## config.mk

```make
export PLATFORM = sky130hd
export DESIGN_NAME = numeric_type_coercion
export DESIGN_NICKNAME = d
export VERILOG_FILES = /design/src/hw/rtl/ntc_pkg.sv /design/src/hw/rtl/numeric_type_coercion.sv
export SDC_FILE = /design/constraint.sdc
export NUM_CORES = 1
export LEC_CHECK = 0
export BUFFER_PORTS_ARGS = -buffer_cell sky130_fd_sc_hd__buf_2
export CAP_MARGIN = 5
export CORE_ASPECT_RATIO = 1.2
export CORE_UTILIZATION = 33
export CTS_BUF_LIST = sky130_fd_sc_hd__clkbuf_8
export CTS_CLUSTER_DIAMETER = 30
export DETAILED_ROUTE_END_ITERATION = 8
export GPL_TIMING_DRIVEN = 1
export PLACE_DENSITY = 0.48
export SYNTH_ARGS = -nofsm -noshare
export SYNTH_HDL_FRONTEND = slang
export SYNTH_SLANG_ARGS = --single-unit
```

## constraint.sdc

```tcl
create_clock -name clk -period 9.54 [get_ports clk]
set_input_delay 2.862 -clock clk [delete_from_list [all_inputs] [get_ports clk]]
set_output_delay 2.862 -clock clk [all_outputs]
set_load 0.01 [all_outputs]
```

## src/hw/rtl/ntc_pkg.sv

```systemverilog
// Package for numeric_type_coercion: type codes, NA patterns, warning bits
// and the double/int conversion helpers. No dependencies.
`default_nettype none
package ntc_pkg;
    localparam logic [2:0] TY_LGL  = 3'd0;
    localparam logic [2:0] TY_INT  = 3'd1;
    localparam logic [2:0] TY_REAL = 3'd2;
    localparam logic [2:0] TY_CPLX = 3'd3;
    localparam logic [2:0] TY_BYTE = 3'd4;

    localparam logic [2:0] SOURCE_TYPE_RESET = TY_INT;
    localparam logic [2:0] TARGET_TYPE_RESET = TY_REAL;

    localparam logic       CFG_SOURCE = 1'b0;
    localparam logic       CFG_TARGET = 1'b1;

    localparam logic [31:0] NA_INT  = 32'h8000_0000;
    localparam logic [63:0] NA_REAL = 64'h7FF0_0000_0000_07A2;

    localparam logic [3:0] WB_INT_NA = 4'b0010;
    localparam logic [3:0] WB_IMAG   = 4'b0100;
    localparam logic [3:0] WB_BYTE   = 4'b1000;

    typedef struct packed {
        logic        nan;
        logic        zero;
        logic        neg;
        logic [10:0] expo;
        logic [51:0] frac;
    } dbl_info_t;

    function automatic dbl_info_t dbl_info(input logic [63:0] b);
        dbl_info_t r;
        r.neg  = b[63];
        r.expo = b[62:52];
        r.frac = b[51:0];
        r.nan  = (b[62:52] == 11'h7FF) && (b[51:0] != 52'd0);
        r.zero = (b[62:0] == 63'd0);
        return r;
    endfunction

    // Exact signed 32-bit integer to double.
    function automatic logic [63:0] int_to_dbl(input logic [31:0] x);
        logic [31:0] mag;
        logic [4:0]  msb;
        logic [51:0] frac;
        logic [63:0] sh;
        mag = x[31] ? (~x + 32'd1) : x;
        msb = 5'd0;
        for (int i = 0; i < 32; i++)
        begin
            if (mag[i])
            begin
                msb = 5'(i);
            end
        end
        sh = {32'd0, mag} << (6'd52 - {1'b0, msb});
        frac = sh[51:0];
        if (mag == 32'd0)
        begin
            return 64'd0;
        end
        return {x[31], 11'(11'd1023 + {6'd0, msb}), frac};
    endfunction

    // Truncate |d| toward zero; valid when exponent < 31 biased-unbiased.
    // Returns magnitude, caller handles range.
    function automatic logic [31:0] dbl_trunc_mag(input logic [63:0] b);
        logic [10:0] e;
        logic [83:0] m;
        e = b[62:52];
        m = {31'd0, 1'b1, b[51:0]};
        if (e < 11'd1023)
        begin
            return 32'd0;
        end
        m = m << (e - 11'd1023);
        return m[83:52];
    endfunction
endpackage
`default_nettype wire

```

## src/hw/rtl/numeric_type_coercion.sv

```systemverilog
// Element type converter for logical, integer, real, complex and byte vectors.
// Uses ntc_pkg for type codes, NA patterns and conversion helpers.
//
// One element per clock while the output is not stalled: an input register,
// one pass of conversion logic and a result register. Throughput is one
// transfer per cycle when m_tready stays high. The conversion logic (int to
// double normalize, double to int shift) sets the clock limit. The output
// stage holds a stalled result while the input register takes a new element
// only if it is empty.
`default_nettype none
module numeric_type_coercion
    import ntc_pkg::*;
(
    input  wire logic         clk,
    input  wire logic         rst_n,
    input  wire logic         cfg_valid,
    output logic              cfg_ready,
    input  wire logic         cfg_index,
    input  wire logic [2:0]   cfg_data,
    input  wire logic         s_tvalid,
    output logic              s_tready,
    // [63:0] value_bits, [127:64] imag_bits
    input  wire logic [127:0] s_tdata,
    // [0] start_of_vector
    input  wire logic         s_tuser,
    output logic              m_tvalid,
    input  wire logic         m_tready,
    // [63:0] result_bits, [127:64] result_imag_bits, [131:128] item_warnings,
    // [135:132] all_warnings, [136] unsupported_pair, [143:137] zero
    output logic [143:0]      m_tdata
);
    logic [2:0] src_reg, tgt_reg;
    logic       in_valid_reg;
    logic [63:0] v_reg, im_reg;
    logic       sov_reg;
    logic       out_valid_reg;
    logic [136:0] out_reg;
    logic [3:0] sticky_reg, sticky_next;

    logic [63:0] res, rim;
    logic [3:0]  w;
    logic        ok;
    logic        adv, take;

    assign cfg_ready = 1'b1;
    assign adv  = !out_valid_reg || m_tready;
    assign s_tready = adv || !in_valid_reg;
    assign take = s_tvalid && s_tready;

    always_ff @(posedge clk or negedge rst_n)
    begin
        if (!rst_n)
        begin
            src_reg <= SOURCE_TYPE_RESET;
            tgt_reg <= TARGET_TYPE_RESET;
        end
        else if (cfg_valid)
        begin
            if (cfg_index == CFG_SOURCE)
            begin
                src_reg <= cfg_data;
            end
            else
            begin
                tgt_reg <= cfg_data;
            end
        end
    end

    always_ff @(posedge clk or negedge rst_n)
    begin
        if (!rst_n)
        begin
            in_valid_reg  <= 1'b0;
            out_valid_reg <= 1'b0;
            sticky_reg    <= 4'd0;
        end
        else
        begin
            if (s_tready)
            begin
                in_valid_reg <= s_tvalid;
            end
            if (adv)
            begin
                out_valid_reg <= in_valid_reg;
                if (in_valid_reg)
                begin
                    sticky_reg <= sticky_next;
                end
            end
        end
    end

    always_ff @(posedge clk)
    begin
        if (take)
        begin
            v_reg   <= s_tdata[63:0];
            im_reg  <= s_tdata[127:64];
            sov_reg <= s_tuser;
        end
        if (adv && in_valid_reg)
        begin
            out_reg <= {!ok, sticky_next, w, rim, res};
        end
    end

    // Conversion logic
    dbl_info_t re, ie;
    logic [31:0] u32, rmag, rint;
    logic [7:0]  byt;
    logic        cnan, re_ovf, re_byte_bad;

    always_comb
    begin
        re = dbl_info(v_reg);
        ie = dbl_info(im_reg);
        u32 = v_reg[31:0];
        byt = v_reg[7:0];
        cnan = re.nan || ie.nan;
        rmag = dbl_trunc_mag(v_reg);
        rint = re.neg ? (~rmag + 32'd1) : rmag;
        // |re| >= 2^31 (infinity included)
        re_ovf = re.expo >= 11'd1054;
        // NaN, <= -1 or >= 256
        re_byte_bad = re.nan || (re.neg && re.expo >= 11'd1023) ||
                      (!re.neg && re.expo >= 11'd1031);
        ok = (src_reg <= TY_BYTE) && (tgt_reg <= TY_BYTE) && (src_reg != tgt_reg);
        res = 64'd0;
        rim = 64'd0;
        w = 4'd0;
        if (ok)
        begin
            case (tgt_reg)
                TY_LGL:
                begin
                    case (src_reg)
                        TY_INT:  res = (u32 == NA_INT) ? {32'd0, NA_INT} : {63'd0, u32 != 0};
                        TY_REAL: res = re.nan ? {32'd0, NA_INT} : {63'd0, !re.zero};
                        TY_CPLX: res = cnan ? {32'd0, NA_INT} :
                                       {63'd0, !re.zero || !ie.zero};
                        default: res = {63'd0, byt != 8'd0};
                    endcase
                end
                TY_INT:
                begin
                    case (src_reg)
                        TY_LGL:  res = {32'd0, u32};
                        TY_BYTE: res = {56'd0, byt};
                        default:
                        begin
                            if (re.nan || (src_reg == TY_CPLX && cnan))
                            begin
                                res = {32'd0, NA_INT};
                            end
                            else if (re_ovf)
                            begin
                                res = {32'd0, NA_INT};
                                w = WB_INT_NA;
                            end
                            else
                            begin
                                res = {32'd0, rint};
                                if (src_reg == TY_CPLX && !ie.zero)
                                begin
                                    w = WB_IMAG;
                                end
                            end
                        end
                    endcase
                end
                TY_REAL:
                begin
                    case (src_reg)
                        TY_LGL, TY_INT:
                            res = (u32 == NA_INT) ? NA_REAL : int_to_dbl(u32);
                        TY_CPLX:
                        begin
                            if (cnan)
                            begin
                                res = NA_REAL;
                            end
                            else
                            begin
                                res = v_reg;
                                if (!ie.zero)
                                begin
                                    w = WB_IMAG;
                                end
                            end
                        end
                        default: res = int_to_dbl({24'd0, byt});
                    endcase
                end
                TY_CPLX:
                begin
                    case (src_reg)
                        TY_LGL, TY_INT:
                        begin
                            if (u32 == NA_INT)
                            begin
                                res = NA_REAL;
                                rim = NA_REAL;
                            end
                            else
                            begin
                                res = int_to_dbl(u32);
                            end
                        end
                        TY_REAL: res = v_reg;
                        default: res = int_to_dbl({24'd0, byt});
                    endcase
                end
                default:
                begin
                    case (src_reg)
                        TY_LGL:
                        begin
                            if (u32 == NA_INT)
                            begin
                                w = WB_BYTE;
                            end
                            else
                            begin
                                res = {56'd0, byt};
                            end
                        end
                        TY_INT:
                        begin
                            if (u32[31:8] != 24'd0)
                            begin
                                w = WB_BYTE;
                            end
                            else
                            begin
                                res = {56'd0, byt};
                            end
                        end
                        default:
                        begin
                            if (re_byte_bad || (src_reg == TY_CPLX && cnan))
                            begin
                                w = WB_BYTE;
                            end
                            else
                            begin
                                res = {56'd0, rmag[7:0]};
                                if (src_reg == TY_CPLX && !ie.zero)
                                begin
                                    w = WB_IMAG;
                                end
                            end
                        end
                    endcase
                end
            endcase
        end
        sticky_next = (sov_reg ? 4'd0 : sticky_reg) | w;
    end

    assign m_tvalid = out_valid_reg;
    assign m_tdata  = {7'd0, out_reg};

    a_stall_hold: assert property (@(posedge clk) disable iff (!rst_n)
        m_tvalid && !m_tready |=> m_tvalid && $stable(m_tdata))
        else $error("result changed under stall");
    a_sticky_cover: assert property (@(posedge clk) disable iff (!rst_n)
        m_tvalid |-> ((m_tdata[135:132] & m_tdata[131:128]) == m_tdata[131:128]))
        else $error("sticky misses item warnings");
    a_unsup_zero: assert property (@(posedge clk) disable iff (!rst_n)
        m_tvalid && m_tdata[136] |-> m_tdata[131:0] == 132'd0)
        else $error("unsupported pair gave data");
endmodule
`default_nettype wire
```

==> results.toml <==
[critical_path]
cp_max_fo = 26
start_kind = "flop"
r2r-end = "out_reg[12]$_SDFFCE_PN0P_"
rr_worst_depth = 17
r2r_setup_slack_ns = 1.81
cp-endpoint = "out_reg[12]$_SDFFCE_PN0P_"
critical_path_class = "reg -> reg"
cp-startpoint = "v_reg[2]$_DFFE_PP_"
cp_cell_sequence = "or4_1 > o31ai_1 > xor2_1 > o211ai_1 > a31oi_1 > o31a_1 > o21a_1 > o21ai_4 > bufinv_8 > ha_1 > inv_1 > xnor2_4 > mux2_2 > mux4_2 > mux2i_1 > a222oi_1 > nor2_1"
critPathCaptureType = "flop"
cp_slowest_stage_delay_ns = 0.91
worst_ep_arrival_time_ns = 8.19
required_ns = 10.00
r2r-start = "v_reg[2]$_DFFE_PP_"
crit_slowest_cell = "xnor2_4"

[clock_tree]
tritoncts = "done"
clockRootBuffer = "clkbuf_8"
cts_resized = 0
post_cts_buffers = 0
cts_htree_levels = 2
clock_path_buffers = 3
cts_buffers = 43
cts_sinks = 213
path_clk_slew_ns = 0.06
postCtsHoldBufs = 0
clk-insertion-delay-late_ns = 0.64

[placed_design]
io_buffers = 227
gp_congestion = 1.024
place.detailed.hpwl_um = 70580

[final_layout]
n_fill_cell = 6372
multi_input_comb_area_mm2 = 0.01306
postLayoutCoreUtil = 0.3732
largest_register_ffs = 73
drive_gt1_frac = 0.2332
regArea_mm2 = 0.006339
nets = 2514
syn_to_final_growth_pct = 11.84

[yosys]
yosys.area.top_type = "edfxtp_1"
synth.yosys.seq_area_share = 0.3061
ys.warnings.count = 0
synth_top_family_by_area = "compound AO/OA/AOI/OAI gates"
synth_fa_ha_area_frac = 0.006043
synth_top_area_share = 0.2915
synthSimpleGateAreaFrac = 0.1806
synth_area_leaders = "edfxtp_1 (29%), mux4_2 (11%), mux2i_1 (5.5%)"
yosysUniqueCellTypes = 115
syn_area_mm2 = 0.02071
synth_edf_count = 201
ys_ff_latch = 213
synth_compound_area_frac = 0.2132
synth-main-ff-cell = "edfxtp_1"
synthMuxAreaShare = 0.1770
synthCells = 2234
avgSynthCellArea_um2 = 9.269
synthXorXnorAreaFrac = 0.03940
ys_async_sr_fraction = 0.05634

[timing]
finalCritPeriodShare = 0.8099
whs_ns = 0.4893
worst_slew_pin_slew_ns = 1.122
final.setup_skew_ns = 0.04668
hold_viol_final = 0
rsz0062_at_grt = "no"
max_freq_ghz = 0.1294
tns_ns = 0
slew_headroom = 0.2521
setup_viol = 0
slew_violations = 0
period_needed_ns = 7.726

[outcome]
status = "completed"

[die]
fp.dieW_um = 230.7
rows = 100
num_io_pins = 285
die-area_mm2 = 0.06376
initial_core_util = 0.3336
fp.coreArea_mm2 = 0.06206
die_height_um = 276.4

[global_route]
grt_pass1_vias = 19590
gr-total-overflow = 0
grt_start_max_net_pins = 81
grt_usage = 0.2879
antenna_found_initial = 4
grt_pass1_wl_um = 134900

[drt]
routed_wl_um = 93790
via_count = 20380
dr.pass1.iters = 8
drt_iter0_markers = 2281
drc_errors = 0
ant_nets = 0
viasPerCell = 6.330
wl_per_cell_um = 29.13

[worst_hold_path]
hp-class = "reg -> reg"

[power_and_ir_drop]
vdd_ir_drop_max_uv = 144.0
power_per_cell_area_mw_per_mm2 = 160.5
leakagePower_nw = 8.484

[flow_run]
maxCapViolCount = 0
## worst min path at each step
| stage | start | to | slack (ns) | depth (start not counted) |
|---|---|---|---|---|
| 2_1_floorplan | sticky_reg[0]$_DFFE_PN0P_ | sticky_reg[0]$_DFFE_PN0P_ | 0.44 | 1 |
| 3_3_place_gp | sticky_reg[0]$_DFFE_PN0P_ | sticky_reg[0]$_DFFE_PN0P_ | 0.46 | 1 |
| 3_5_place_dp | sticky_reg[0]$_DFFE_PN0P_ | sticky_reg[0]$_DFFE_PN0P_ | 0.48 | 1 |
| 4_1_cts | sticky_reg[0]$_DFFE_PN0P_ | sticky_reg[0]$_DFFE_PN0P_ | 0.49 | 1 |
| 5_1_grt | sticky_reg[0]$_DFFE_PN0P_ | sticky_reg[0]$_DFFE_PN0P_ | 0.51 | 1 |
| 6_report | sticky_reg[0]$_DFFE_PN0P_ | sticky_reg[0]$_DFFE_PN0P_ | 0.49 | 1 |
## cells in the mapped netlist (all sizes together) (8+ instances only)
cell     count
a2111oi      9
a211oi      27
a21o        16
a21oi      142
a221oi      19
a22o        10
a22oi       46
a311oi      14
a31oi       38
and2        19
and3        18
buf        145
clkbuf     118
dfrtp       10
edfxtp     201
ha          10
inv         37
mux2        25
mux2i      113
mux4       100
nand2      234
nand2b      15
nand3       77
nand3b       8
nand4       19
nor2       145
nor2b       16
nor3        82
nor4        44
o211ai      22
o21a         9
o21ai      105
o21bai      11
o22a        10
o22ai       35
o31a         8
o31ai       23
or2         11
or3         21
or4         12
xnor2       46
xor2        36
## metal layers
layer  wire length, um  vias up  track usage
li1                  -     8849            -
met1             35520    10090       0.3480
met2             44470     1154       0.4778
met3              7808      280      0.05507
met4              5962        4       0.1620
met5                19        -            0
## logic make-up (layout without fill, tap and decap cells)
logic type,after synthesis,count (layout)
DFF,213,213
and+or+nand+nor,749,749
xor gates and xnor gates,82,82
AOI/OAI and AO/OA,639,639
adders and majority gates,10,10
muxes,238,238
buffers and inverters,301,414
other,2,59
## stage by stage
step / setup slack (ns) / power (mW) / instances / cell area, um^2
after floorplan: 3.013 / 2.222 / 2288 / 20910
after global placement: 2.076 / 2.713 / 3137 / 22250
after detailed placement: 2.045 / 2.715 / 3137 / 22250
after CTS: 1.992 / 3.712 / 3217 / 23150
after global routing: 1.705 / 3.875 / 3218 / 23150
final: 1.814 / 3.718 / 3220 / 23160
## report_power, final
group          internal, mW  switching (mW)
combinational         0.552           0.997
clock                 0.530           0.441
sequential             1.11          0.0863
## critical path, delay by kind of cell (launching register included)
| family | cells | cell delay, ns |
|---|---|---|
| AO/OA/AOI/OAI | 7 | 1.86 |
| multiplexers | 3 | 1.57 |
| XOR/XNOR | 2 | 1.46 |
| AND/OR/NAND/NOR | 2 | 0.93 |
| flip-flops | 1 | 0.80 |
| buffers and inverters | 2 | 0.49 |
| adder cells (fa/ha/maj) | 1 | 0.39 |
## layout by cell type (no fill, tap or decap), types with 16 or more instances in the layout
master,netlist,routed
a31oi_1,38,38
nor2b_1,16,16
a21oi_1,139,139
mux4_2,100,100
mux2i_1,113,113
nand2_1,231,231
o31ai_1,22,22
a21o_1,16,16
nand3_1,76,76
nor3_1,82,81
o21ai_0,88,88
or3_1,21,21
a22oi_1,46,46
xor2_1,34,33
mux2_2,24,24
o211ai_1,21,21
edfxtp_1,201,201
inv_1,35,47
xnor2_1,41,37
buf_4,81,68
and2_1,18,16
o22ai_1,35,35
a221oi_1,18,18
clkbuf_8,0,44
conb_1,2,56
nand4_1,18,18
nor2_1,143,143
a211oi_1,27,26
buf_2,42,227
and3_1,18,18
nor4_1,39,39
## cell type report
class                      instances  area share
clock inverter                    36     0.01280
timing repair buffer             296     0.07196
multi-input combinational       1774      0.5640
sequential                       213      0.2737
antenna                            3   0.0003242
inverter                          38    0.006970
clock buffer                      44     0.02615
tap                              816     0.04409
Note: power is estimated with default switching activity, not from simulation.
